===== src/sv/assert_macros.svh =====
// ----------------------------------------------------------------------------
// Assertion macros
// Shared concurrent assertion wrappers; empty when SYNTHESIS is defined.
// ----------------------------------------------------------------------------
`ifndef ASSERT_MACROS_SVH
`define ASSERT_MACROS_SVH

`ifndef SYNTHESIS

// Check prop on every rising clock edge outside of reset.
`define ASSERT_CLK(label, clk, rst_n, prop) \
  label: assert property (@(posedge clk) disable iff (!(rst_n)) (prop)) \
    else $error("assertion failed");

// Check that cond never holds outside of reset.
`define ASSERT_NEVER(label, clk, rst_n, cond) \
  label: assert property (@(posedge clk) disable iff (!(rst_n)) !(cond)) \
    else $error("forbidden condition seen");

`else

`define ASSERT_CLK(label, clk, rst_n, prop)
`define ASSERT_NEVER(label, clk, rst_n, cond)

`endif

`endif


===== src/sv/rrsi_pkg.sv =====
// ----------------------------------------------------------------------------
// rrsi_pkg
// Shared types and constants of the ragged range slice index generator.
// ----------------------------------------------------------------------------
`timescale 1ns / 1ps

package rrsi_pkg;

  // Signed working width for positions and bounds.
  localparam int SW = 34;
  typedef logic signed [SW-1:0] sw_t;

  // Configuration register indexes.
  localparam int CfgIdxW = 3;
  localparam logic [CfgIdxW-1:0] REG_SLICE_START = 3'd0;
  localparam logic [CfgIdxW-1:0] REG_SLICE_STOP  = 3'd1;
  localparam logic [CfgIdxW-1:0] REG_SLICE_STEP  = 3'd2;
  localparam logic [CfgIdxW-1:0] REG_HAS_START   = 3'd3;
  localparam logic [CfgIdxW-1:0] REG_HAS_STOP    = 3'd4;

  // Result status codes.
  localparam logic [1:0] ST_OK    = 2'd0;
  localparam logic [1:0] ST_TRUNC = 2'd1;
  localparam logic [1:0] ST_ZERO  = 2'd2;

  typedef struct packed {
    logic [31:0] slice_start;
    logic [31:0] slice_stop;
    logic [31:0] slice_step;
    logic        has_start;
    logic        has_stop;
  } cfg_t;

  // Controller to datapath commands.
  typedef struct packed {
    logic load;
    logic clip;
    logic check;
    logic push_idx;
    logic push_empty;
  } cmd_t;

  // Datapath to controller status.
  typedef struct packed {
    logic empty;
    logic last_now;
    logic out_free;
  } sts_t;

endpackage


===== src/sv/rrsi_ctrl.sv =====
// ----------------------------------------------------------------------------
// rrsi_ctrl
// Sequencer: take a request, clip the slice, check its length, emit results.
// ----------------------------------------------------------------------------
`timescale 1ns / 1ps

module rrsi_ctrl (
  input  logic            clk_i,
  input  logic            rst_ni,
  input  logic            in_valid_i,
  output logic            in_ready_o,
  input  rrsi_pkg::sts_t  sts_i,
  output rrsi_pkg::cmd_t  cmd_o
);

  typedef enum logic [2:0] {
    S_IDLE,
    S_CLIP,
    S_CHECK,
    S_EMIT,
    S_EMPTY
  } state_e;

  state_e state_q, state_d;
  logic   rdy_q;

  always_comb begin
    cmd_o   = '0;
    state_d = state_q;
    unique case (state_q)
      S_IDLE: begin
        if (in_valid_i && rdy_q) begin
          cmd_o.load = 1'b1;
          state_d    = S_CLIP;
        end
      end
      S_CLIP: begin
        cmd_o.clip = 1'b1;
        state_d    = S_CHECK;
      end
      S_CHECK: begin
        cmd_o.check = 1'b1;
        state_d     = sts_i.empty ? S_EMPTY : S_EMIT;
      end
      S_EMIT: begin
        if (sts_i.out_free) begin
          cmd_o.push_idx = 1'b1;
          if (sts_i.last_now) begin
            state_d = S_IDLE;
          end
        end
      end
      S_EMPTY: begin
        if (sts_i.out_free) begin
          cmd_o.push_empty = 1'b1;
          state_d          = S_IDLE;
        end
      end
      default: state_d = S_IDLE;
    endcase
  end

  always_ff @(posedge clk_i or negedge rst_ni) begin
    if (!rst_ni) begin
      state_q <= S_IDLE;
      rdy_q   <= 1'b0;
    end else begin
      state_q <= state_d;
      rdy_q   <= (state_d == S_IDLE);
    end
  end

  assign in_ready_o = rdy_q;

endmodule


===== src/sv/rrsi_dp.sv =====
// ----------------------------------------------------------------------------
// rrsi_dp
// Datapath: bound clipping, run length check, index stepping, result register.
// ----------------------------------------------------------------------------
`timescale 1ns / 1ps

module rrsi_dp #(
  parameter int MAX_RUN = 64
) (
  input  logic            clk_i,
  input  logic            rst_ni,
  input  rrsi_pkg::cfg_t  cfg_i,
  input  rrsi_pkg::cmd_t  cmd_i,
  output rrsi_pkg::sts_t  sts_o,
  input  logic [30:0]     list_start_i,
  input  logic [30:0]     list_stop_i,
  input  logic            last_list_i,
  output logic            out_valid_o,
  input  logic            out_ready_i,
  output logic [30:0]     carry_index_o,
  output logic            has_index_o,
  output logic [31:0]     list_offset_o,
  output logic            run_last_o,
  output logic [1:0]      status_o
);

  localparam int CntW  = $clog2(MAX_RUN + 1);
  localparam int ProdW = rrsi_pkg::SW + CntW;
  localparam logic [CntW-1:0]  LastCnt = CntW'(MAX_RUN - 1);
  localparam logic [ProdW-1:0] RunMax  = ProdW'(MAX_RUN);

  function automatic rrsi_pkg::sw_t clip(rrsi_pkg::sw_t v, rrsi_pkg::sw_t lo,
                                         rrsi_pkg::sw_t hi);
    rrsi_pkg::sw_t r;
    r = v;
    if (r < lo) r = lo;
    if (r > hi) r = hi;
    return r;
  endfunction

  // Per-request payload.
  logic [30:0]    base_q;
  logic           last_q;
  logic [31:0]    len_q;
  rrsi_pkg::sw_t  b_q, e_q, j_q;
  logic [ProdW-1:0] prod_q;
  logic           trunc_q;
  logic [1:0]     st_q;
  logic [CntW-1:0] cnt_q;

  // Control state.
  logic [31:0]    rc_q;
  logic           out_valid_q;

  // Result register.
  logic [30:0]    oidx_q;
  logic           ohas_q;
  logic [31:0]    ooff_q;
  logic           olast_q;
  logic [1:0]     ost_q;

  rrsi_pkg::sw_t step_x, start_x, stop_x, len_x;
  rrsi_pkg::sw_t lo, hi, b_raw, e_raw, b_c, e_c, e_f;
  rrsi_pkg::sw_t span, jn;
  logic          pos, step_zero;
  logic [32:0]   step_abs;
  logic [ProdW-1:0] span_w;
  logic          last_now;
  logic [31:0]   rc_inc;

  assign step_x  = {{2{cfg_i.slice_step[31]}}, cfg_i.slice_step};
  assign start_x = {{2{cfg_i.slice_start[31]}}, cfg_i.slice_start};
  assign stop_x  = {{2{cfg_i.slice_stop[31]}}, cfg_i.slice_stop};
  assign len_x   = {2'b00, len_q};
  assign pos       = !cfg_i.slice_step[31];
  assign step_zero = (cfg_i.slice_step == 32'd0);
  assign step_abs  = pos ? {1'b0, cfg_i.slice_step}
                         : 33'(-{1'b1, cfg_i.slice_step});

  // Clip window: [0, len] forward, [-1, len-1] backward.
  always_comb begin
    lo = pos ? rrsi_pkg::sw_t'(0) : rrsi_pkg::sw_t'(-1);
    hi = pos ? len_x : len_x - rrsi_pkg::sw_t'(1);
    if (!cfg_i.has_start) begin
      b_raw = pos ? lo : hi;
    end else if (start_x < 0) begin
      b_raw = start_x + len_x;
    end else begin
      b_raw = start_x;
    end
    if (!cfg_i.has_stop) begin
      e_raw = pos ? hi : lo;
    end else if (stop_x < 0) begin
      e_raw = stop_x + len_x;
    end else begin
      e_raw = stop_x;
    end
    b_c = clip(b_raw, lo, hi);
    e_c = clip(e_raw, lo, hi);
    if (pos) begin
      e_f = (e_c < b_c) ? b_c : e_c;
    end else begin
      e_f = (e_c > b_c) ? b_c : e_c;
    end
  end

  assign span   = pos ? (e_q - b_q) : (b_q - e_q);
  assign span_w = ProdW'(unsigned'(span));
  assign jn     = j_q + step_x;
  assign last_now = trunc_q ? (cnt_q == LastCnt) : (pos ? (jn >= e_q) : (jn <= e_q));
  assign rc_inc = rc_q + 32'd1;

  assign sts_o.empty    = step_zero || (span == '0);
  assign sts_o.last_now = last_now;
  assign sts_o.out_free = !out_valid_q || out_ready_i;

  always_ff @(posedge clk_i) begin
    if (cmd_i.load) begin
      base_q <= list_start_i;
      last_q <= last_list_i;
      len_q  <= (list_stop_i > list_start_i) ? {1'b0, list_stop_i - list_start_i} : 32'd0;
    end
    if (cmd_i.clip) begin
      b_q    <= b_c;
      e_q    <= e_f;
      prod_q <= ProdW'(step_abs) * RunMax;
    end
    if (cmd_i.check) begin
      trunc_q <= !step_zero && (span_w > prod_q);
      st_q    <= step_zero ? rrsi_pkg::ST_ZERO
               : (span_w > prod_q) ? rrsi_pkg::ST_TRUNC : rrsi_pkg::ST_OK;
      j_q     <= b_q;
      cnt_q   <= '0;
    end
    if (cmd_i.push_idx) begin
      j_q     <= jn;
      cnt_q   <= cnt_q + CntW'(1);
      oidx_q  <= base_q + j_q[30:0];
      ohas_q  <= 1'b1;
      ooff_q  <= rc_inc;
      olast_q <= last_now;
      ost_q   <= st_q;
    end
    if (cmd_i.push_empty) begin
      oidx_q  <= '0;
      ohas_q  <= 1'b0;
      ooff_q  <= rc_q;
      olast_q <= 1'b1;
      ost_q   <= st_q;
    end
  end

  always_ff @(posedge clk_i or negedge rst_ni) begin
    if (!rst_ni) begin
      rc_q        <= '0;
      out_valid_q <= 1'b0;
    end else begin
      if (cmd_i.push_idx) begin
        rc_q <= (last_now && last_q) ? 32'd0 : rc_inc;
      end else if (cmd_i.push_empty && last_q) begin
        rc_q <= '0;
      end
      if (cmd_i.push_idx || cmd_i.push_empty) begin
        out_valid_q <= 1'b1;
      end else if (out_ready_i) begin
        out_valid_q <= 1'b0;
      end
    end
  end

  assign out_valid_o   = out_valid_q;
  assign carry_index_o = oidx_q;
  assign has_index_o   = ohas_q;
  assign list_offset_o = ooff_q;
  assign run_last_o    = olast_q;
  assign status_o      = ost_q;

endmodule


===== src/sv/ragged_range_slice_indices_top.sv =====
// ----------------------------------------------------------------------------
// ragged_range_slice_indices_top
// Python-style slice over ragged sublists, at most one content index per result.
// ----------------------------------------------------------------------------
//
//  channel  dir  handshake             payload
//  -------  ---  --------------------  -----------------------------------------
//  s_axis   in   tvalid / tready       list_start, list_stop, last_list (tlast)
//  m_axis   out  tvalid / tready       carry_index, list_offset, has_index,
//                                      status, run_last (tlast)
//  cfg      in   cfg_we_i              slice_start/stop/step, has_start/stop
//
//  Flow: a request goes through setup (capture, bound clipping, run
//  length check) and then emission; a sublist that selects nothing gives
//  a single result. The single index stepping adder produces one index a
//  cycle while the output register is free.
//  Reset: asynchronous, active low; config registers return to their
//  defaults (step 1, everything else 0) and the running offset to zero.
//  Stalls: a held result in the output register stalls stepping; the next
//  request is taken while the final result of the previous one still waits.
// ----------------------------------------------------------------------------
`timescale 1ns / 1ps
`include "assert_macros.svh"

module ragged_range_slice_indices_top #(
  parameter int MAX_RUN = 64
) (
  input  logic        clk_i,
  input  logic        rst_ni,
  // Input request stream.
  input  logic        s_axis_tvalid,
  output logic        s_axis_tready,
  input  logic [63:0] s_axis_tdata,   // [30:0] list_start, [61:31] list_stop, [63:62] 0
  input  logic        s_axis_tlast,   // last_list
  // Result stream.
  output logic        m_axis_tvalid,
  input  logic        m_axis_tready,
  output logic [63:0] m_axis_tdata,   // [30:0] carry_index, [62:31] list_offset, [63] 0
  output logic [2:0]  m_axis_tuser,   // [0] has_index, [2:1] status
  output logic        m_axis_tlast,   // run_last
  // Configuration write port.
  input  logic                          cfg_we_i,
  input  logic [rrsi_pkg::CfgIdxW-1:0]  cfg_idx_i,
  input  logic [31:0]                   cfg_wdata_i
);

  rrsi_pkg::cfg_t cfg_q;
  rrsi_pkg::cmd_t cmd;
  rrsi_pkg::sts_t sts;

  logic [30:0] carry_index;
  logic        has_index;
  logic [31:0] list_offset;
  logic        run_last;
  logic [1:0]  status;

  // Configuration registers; writes to unknown indexes are dropped.
  always_ff @(posedge clk_i or negedge rst_ni) begin
    if (!rst_ni) begin
      cfg_q.slice_start <= '0;
      cfg_q.slice_stop  <= '0;
      cfg_q.slice_step  <= 32'd1;
      cfg_q.has_start   <= 1'b0;
      cfg_q.has_stop    <= 1'b0;
    end else if (cfg_we_i) begin
      unique case (cfg_idx_i)
        rrsi_pkg::REG_SLICE_START: cfg_q.slice_start <= cfg_wdata_i;
        rrsi_pkg::REG_SLICE_STOP:  cfg_q.slice_stop  <= cfg_wdata_i;
        rrsi_pkg::REG_SLICE_STEP:  cfg_q.slice_step  <= cfg_wdata_i;
        rrsi_pkg::REG_HAS_START:   cfg_q.has_start   <= cfg_wdata_i[0];
        rrsi_pkg::REG_HAS_STOP:    cfg_q.has_stop    <= cfg_wdata_i[0];
        default: ;
      endcase
    end
  end

  // Sequencer: one request at a time through setup and emission.
  rrsi_ctrl u_ctrl (
    .clk_i      (clk_i),
    .rst_ni     (rst_ni),
    .in_valid_i (s_axis_tvalid),
    .in_ready_o (s_axis_tready),
    .sts_i      (sts),
    .cmd_o      (cmd)
  );

  // Datapath: clip bounds, check run length, step indices, hold the result.
  rrsi_dp #(
    .MAX_RUN (MAX_RUN)
  ) u_dp (
    .clk_i         (clk_i),
    .rst_ni        (rst_ni),
    .cfg_i         (cfg_q),
    .cmd_i         (cmd),
    .sts_o         (sts),
    .list_start_i  (s_axis_tdata[30:0]),
    .list_stop_i   (s_axis_tdata[61:31]),
    .last_list_i   (s_axis_tlast),
    .out_valid_o   (m_axis_tvalid),
    .out_ready_i   (m_axis_tready),
    .carry_index_o (carry_index),
    .has_index_o   (has_index),
    .list_offset_o (list_offset),
    .run_last_o    (run_last),
    .status_o      (status)
  );

  // Pack the result fields, lowest field first.
  assign m_axis_tdata = {1'b0, list_offset, carry_index};
  assign m_axis_tuser = {status, has_index};
  assign m_axis_tlast = run_last;

  // A taken request blocks further requests for the setup cycles.
  `ASSERT_CLK(a_one_req, clk_i, rst_ni, (s_axis_tvalid && s_axis_tready) |=> !s_axis_tready)
  // A result without an index always closes its run.
  `ASSERT_CLK(a_empty_last, clk_i, rst_ni, (m_axis_tvalid && !m_axis_tuser[0]) |-> m_axis_tlast)
  // A zero step never produces an index.
  `ASSERT_NEVER(a_zero_noidx, clk_i, rst_ni, m_axis_tvalid && m_axis_tuser[0] && (m_axis_tuser[2:1] == rrsi_pkg::ST_ZERO))

endmodule


===== config.mk =====
export PLATFORM = sky130hd
export DESIGN_NAME = ragged_range_slice_indices_top
export DESIGN_NICKNAME = d
export VERILOG_FILES = /design/src/sv/rrsi_pkg.sv /design/src/sv/rrsi_ctrl.sv /design/src/sv/rrsi_dp.sv /design/src/sv/ragged_range_slice_indices_top.sv
export VERILOG_INCLUDE_DIRS = /design/src /design/src/sv
export SDC_FILE = /design/constraint.sdc
export NUM_CORES = 2
export LEC_CHECK = 0
export ABC_CLOCK_PERIOD_IN_PS = 27900
export BUFFER_PORTS_ARGS = -buffer_cell sky130_fd_sc_hd__clkbuf_2
export CORE_MARGIN = 2
export CORE_UTILIZATION = 47
export DETAILED_ROUTE_END_ITERATION = 12
export PLACE_DENSITY = 0.7
export SETUP_SLACK_MARGIN = 0.1
export SLEW_MARGIN = 20
export SYNTH_ARGS = -nofsm -noshare
export SYNTH_HDL_FRONTEND = slang
export SYNTH_HIERARCHICAL = 1
export SYNTH_SLANG_ARGS = --single-unit

===== constraint.sdc =====
create_clock -name clk_i -period 27.9 [get_ports clk_i]
set_input_delay 5.58 -clock clk_i [delete_from_list [all_inputs] [get_ports clk_i]]
set_output_delay 5.58 -clock clk_i [all_outputs]
set_load 0.02 [all_outputs]

# Word level (Yosys, flattened, before mapping)
# Index checks and enable logic that the tools add are counted.
totals:
  output_inout_bits: 70
  input_bits: 105
  word_cells: 127
  register_bits: 411
classes:
  muxes: 46
  n_eq_ne: 9
  order_cmp: 12
  addsub: 11
  n_reduce_logical: 23
op_table:
  columns: ["cell", "count"]
  rows:
  - ["$mux W34", 18]
  - ["$mux W32", 5]
  - ["$gt A34 B34 Y1", 3]
  - ["$lt A34 B34 Y1", 3]
  - ["$add A32 B33 Y34", 2]
  - ["$sub A34 B34 Y34", 2]
  - ["$lt A32 B1 Y1 const B", 2]
  - ["$gt A34 B39 Y1", 1]
  - ["$add A34 B32 Y34", 1]
  - ["$ge A34 B34 Y1", 1]
  - ["$le A34 B34 Y1", 1]
  - ["$logic_not A34 Y1", 1]
  - ["$neg A33 Y33", 1]
  - ["$sub A32 B1 Y33 const B", 1]
  - ["$add A32 B1 Y32 const B", 1]
  - ["$logic_not A32 Y1", 1]
  - ["$add A31 B31 Y31", 1]
  - ["$gt A31 B31 Y1", 1]
  - ["$mux W31", 1]
  - ["$sub A31 B31 Y31", 1]
  - ["$mux W3", 5]
  - ["$pmux W3 S5", 1]
  - ["$mux W7", 2]
  - ["$eq A3 B2 Y1 const B", 4]
  - ["12 further kinds", 41]

# Logic depth before layout (Yosys ltp)
depth:
  depth_word: 11
  mapped_depth: 46
  ltp_nobuf: 42

# By module
# Netlist, hierarchy kept.
by_module_without_submodules:
  columns: ["module", "n_inst", "cells_each", "area_each_um2", "seq_area_each_um2"]
  rows:
  - ["rrsi_dp", 1, 3860, 32692.6, 8753.4]
  - ["ragged_range_slice_indices_top", 1, 215, 3749.8, 2453.6]
  - ["rrsi_ctrl", 1, 23, 264.0, 100.1]

# Worst setup path after synthesis
# No wires, ideal clock.
synth_timing:
  kind: "register to register"
  start: "reg cfg_q[33] (netlist bit)"
  end: "reg u_dp.e_q[24] (data pin)"
  setup_time_ns: 0.260
  path_slack_ns: 18.118
  path_buffers: 9
  required_ns: 27.640
  stages_incl_launch_ff: 42
  period_less_slack_ns: 9.782
  t_arrival_ns: 9.522
  path_cell_list: "dfrtp_1 > inv_1 > clkbuf_1 > clkbuf_1 > buf_2 > buf_2 > nand2_1 > o221ai_1 > inv_1 > ha_1 > a21o_1 > a221oi_1 > o21ai_0 > a21o_1 > nor2b_1 > a31oi_1 > clkbuf_1 > buf_1 > [... 6 more ...] > a221oi_1 > o211ai_1 > mux2i_1 > clkbuf_1 > o21ai_0 > a31oi_1 > inv_1 > ha_1 > nand2_1 > nor3_1 > and3_1 > o21ai_0 > a41oi_1 > o22ai_1 > mux2_2 > buf_2 > buf_1 > mux2_2"
synth_between:
  elab_chain_len: 10
  word_cells_on_any_way: 19
  classes_between: "6 x order compare; 13 x mux"
synth_lines:
  columns: ["item", "line_no", "rtl"]
  rows:
  - ["from (decl)", "ragged_range_slice_indices_top.sv:47", "rrsi_pkg::cfg_t cfg_q;"]
  - ["$mux W34 (on tied branches)", "rrsi_dp.sv:83, rrsi_dp.sv:82", null]
  - ["$mux W34 (on tied branches)", "rrsi_dp.sv:92, rrsi_dp.sv:85", null]
  - ["$mux W34 (on tied branches)", "rrsi_dp.sv:91, rrsi_dp.sv:84", null]
  - ["$lt A34 B34 Y1", "rrsi_dp.sv:36", "if (r < lo) r = lo;"]
  - ["$mux W34", "rrsi_dp.sv:36", null]
  - ["$gt A34 B34 Y1", "rrsi_dp.sv:37", "if (r > hi) r = hi;"]
  - ["$mux W34", "rrsi_dp.sv:37", null]
  - ["$lt A34 B34 Y1 or $gt A34 B34 Y1 (tied branches)", "rrsi_dp.sv:101, rrsi_dp.sv:103", null]
  - ["$mux W34 (on tied branches)", "rrsi_dp.sv:101, rrsi_dp.sv:103", null]
  - ["$mux W34 (*)", "rrsi_dp.sv:100", "if (pos) begin"]
  - ["net u_dp.e_f[24]", "rrsi_dp.sv:63", "rrsi_pkg::sw_t lo, hi, b_raw, e_raw, b_c, e_c, e_f;"]
  - ["to (signal assigned)", "rrsi_dp.sv:125", "e_q <= e_f;"]
  - ["to (decl)", "rrsi_dp.sv:45", "rrsi_pkg::sw_t b_q, e_q, j_q;"]
# Mark *: on every way through the listed nets, which the timed path passes. The rest lies on a longest branch.
# A chain may end at the register's enable or synchronous reset.

# Worst setup path after layout
layout_timing:
  start: "reg u_dp.len_q[3]"
  end: "reg u_dp.e_q[28] (data pin)"
layout_between:
  elab_chain_len: 11
  word_cells_on_any_way: 23
  classes_between: "3 x add/sub; 6 x order compare; 14 x mux"
layout_lines:
  columns: ["item", "line_no", "rtl"]
  rows:
  - ["from (decl)", "rrsi_dp.sv:44", "logic [31:0] len_q;"]
  - ["from (signal assigned)", "rrsi_dp.sv:121", "len_q <= (list_stop_i > list_start_i) ? {1'b0, list_stop_i - list_start_i} : 32'd0;"]
  - ["$sub A32 B1 Y33", "rrsi_dp.sv:83", "hi = pos ? len_x : len_x - rrsi_pkg::sw_t'(1);"]
  - ["$mux W34", "rrsi_dp.sv:83", null]
  - ["$mux W34 (on tied branches)", "rrsi_dp.sv:92, rrsi_dp.sv:85", null]
  - ["$mux W34 (on tied branches)", "rrsi_dp.sv:91, rrsi_dp.sv:84", null]
  - ["$lt A34 B34 Y1", "rrsi_dp.sv:36", null]
  - ["$mux W34", "rrsi_dp.sv:36", null]
  - ["$gt A34 B34 Y1", "rrsi_dp.sv:37", null]
  - ["$mux W34", "rrsi_dp.sv:37", null]
  - ["$lt A34 B34 Y1 or $gt A34 B34 Y1 (tied branches)", "rrsi_dp.sv:101, rrsi_dp.sv:103", null]
  - ["$mux W34 (on tied branches)", "rrsi_dp.sv:101, rrsi_dp.sv:103", null]
  - ["$mux W34 (*)", "rrsi_dp.sv:100", null]
  - ["net u_dp.e_f[28]", "rrsi_dp.sv:63", null]
# Marked as above.

==> impl_metrics.tcl <==
set metrics [dict create \
    finalHoldViolations 0 \
    drive_above_1_share_pct 11.6 \
    holdWs_ps 444 \
    ant_nets 0 \
    via_per_inst 6.12 \
    coreArea_mm2 0.0773 \
    cpPeakStageDelay_ps 900 \
    syn_avg_cell_area_um2 8.96 \
    synth_flop_cell "edfxtp_1" \
    area_delta_synth_final_pct 9.47 \
    grt_usage_pct 28.1 \
    synthArstFlopShare_pct 32.9 \
    yosys_warnings 6 \
    finish.utilization_pct 52.0 \
    num-nets-final 4768 \
    worstMarginPinSlew_ps 1030 \
    synth_cell_type_count 112 \
    clk_pin_slew_ps 60 \
    cts_buffers 49 \
    port_buffers 171 \
    outcome "completed" \
    antenna_found_initial 3 \
    crit_type "reg -> reg" \
    crit_slowest_cell "nor4_1" \
    slew_headroom_pct 30.7 \
    chipHeight_um 283 \
    grt_overflow_total 0 \
    power.density_mw_per_mm2 139 \
    dp_cells 5187 \
    worst-path-buf-inv 6 \
    ys_seq_elements 410 \
    final_common_cell "ha_1" \
    synth-seq-area-share_pct 30.8 \
    hold_path.class "reg -> reg" \
    total_power_mw 5.60 \
    fin_crit_ps 13140 \
    required_ps 28270 \
    clock_latency_ps 640 \
    place_ws_ps 15050 \
    stdcell_count 5282 \
    cts_tree "done" \
    setup_tns_ps 0 \
    leakagePower_nw 17.8 \
    syn_area_mm2 0.0367 \
    synth_fp_nets 4668 \
    cts_resized 0 \
    cts_hold_buf 0 \
    place_area_mm2 0.0385 \
    startpoint_type "flip-flop" \
    die-area_mm2 0.0803 \
    post-cts-setup-buffers 0 \
    initial_utilization_pct 47.5 \
    drt_wl_total_um 117000 \
    finalMaxSlewViolations 0 \
    std_cell_rows 102 \
    gp_congestion 0.971 \
    crit_arrival_ps 13510 \
    ir_worst_vdd_mv 0.0686 \
    grt_pass1_vias 30716 \
    grt_pass1_wl_um 177000 \
    io_pins 175 \
    crit_fanout 36 \
    wl_per_cell_um 22.1 \
    drtPass1Iterations 6 \
    num_vias 32314 \
    max_cap_violations 0 \
    grt_start_max_net_pins 95 \
    max_freq_ghz 0.0761 \
    setup_viol 0 \
    fin_crit_sh_pct 47.1 \
    design_area_mm2 0.0402 \
    rsz0062_at_grt "no" \
    chipWidth_um 283 \
    cts_sinks 410 \
    drc 0 \
    htreeDepth 2 \
    path_delay_family "compound AO/OA/AOI/OAI gates" \
    clock-root-buffer "clkbuf_16" \
    fin_skew_ps 53.9 \
    cts.path.max_buffers 3 \
    end_kind "flip-flop" \
    synth_edf_count 242 \
    final_cell_mix "458 x ha_1, 385 x a21oi_1, 310 x nand2_1, 289 x nor2_1, 271 x inv_1" \
    hpwl_um 93000 \
    syn_inst 4098 \
    setup_ws_ps 14760 \
    drt-initial-drc-count 2921 \
]
==> registers in the layout, indices dropped and copies added, names as in the netlist, 2 cells and up <==
signal and flops:
cfg_q 98, u_dp/b_q 34, u_dp/e_q 34, u_dp/j_q 34
u_dp/prod_q 33, u_dp/list_offset_o 32, u_dp/rc_q 32, u_dp/base_q 31
u_dp/carry_index_o 31, u_dp/len_q 31, u_dp/cnt_q 7, u_ctrl/state_q 3
u_dp/st_q 2, u_dp/status_o 2
==> worst reg2reg max path: cells and delay by family, from the launching register on <==
family                   cells  cell delay, ps
adder cells (fa/ha/maj)      4            1420
buffers and inverters        6            1700
multiplexers                 3            1010
AND/OR/NAND/NOR             12            3240
flip-flops                   1             670
AO/OA/AOI/OAI               16            4820
==> cells in the mapped netlist (64+ instances only) <==
cell type / number / area (um2)
a21o_1: 147 / 1100
a21oi_1: 385 / 1930
nor3_1: 70 / 350
inv_1: 272 / 1020
ha_1: 458 / 5730
edfxtp_1: 242 / 7270
a31oi_1: 66 / 413
nand4_1: 71 / 444
mux2_2: 131 / 1480
nand2_1: 310 / 1160
mux2i_1: 64 / 641
xor2_1: 98 / 858
o21ai_0: 249 / 1250
nand3_1: 91 / 455
dfrtp_1: 134 / 3350
nor2_1: 290 / 1090
clkbuf_1: 100 / 375
xnor2_1: 139 / 1220
==> where the power goes <==
part           total, mW  switching [mW]  internal, mW
registers           1.17           0.217         0.955
logic               3.76            2.32          1.44
clock network      0.667           0.285         0.382
==> layer usage <==
layer | track usage (%) | vias up | wire length [um]
li1 | - | 15396 | -
met5 | 0 | - | 18
met4 | 14.9 | 2 | 6950
met2 | 45.0 | 1142 | 51700
met1 | 37.2 | 15515 | 50900
met3 | 3.55 | 259 | 7080
==> final cells by class <==
cell class / instances / area (um2)
Timing Repair Buffer: 207 / 1130
Multi-Input combinational cell: 3258 / 23700
Clock buffer: 68 / 1350
Sequential cell: 410 / 11300
Tap cell: 1040 / 1300
Antenna cell: 3 / 7.51
Inverter: 272 / 1020
Clock inverter: 24 / 327
Fill cell: 7285 / 37200
==> cells by family after synthesis <==
group / synth area share (%)
xor gates and xnor gates: 5.65
other: 0.0205
DFF: 30.8
muxes: 6.14
AOI/OAI and AO/OA: 21.3
adders and majority gates: 16.0
buffers and inverters: 4.76
and+or+nand+nor: 15.3
==> path summary, 6_finish.rpt <==
path	from	endpoint	slack (ps)	cells after the start
worst max-delay path	u_dp/len_q[3]	u_dp/e_q[28]	14760	41
max in group asynchronous	rst_ni	cfg_q[61]	21900	2
worst max register to register	u_dp/len_q[3]	u_dp/e_q[28]	14760	41
min in group asynchronous	rst_ni	cfg_q[0]	4820	1
worst min-delay path	u_dp/st_q[1]	u_dp/status_o[1]	440	0
worst min register to register	u_dp/st_q[1]	u_dp/status_o[1]	440	0
Note: power is estimated with default switching activity, not from simulation.
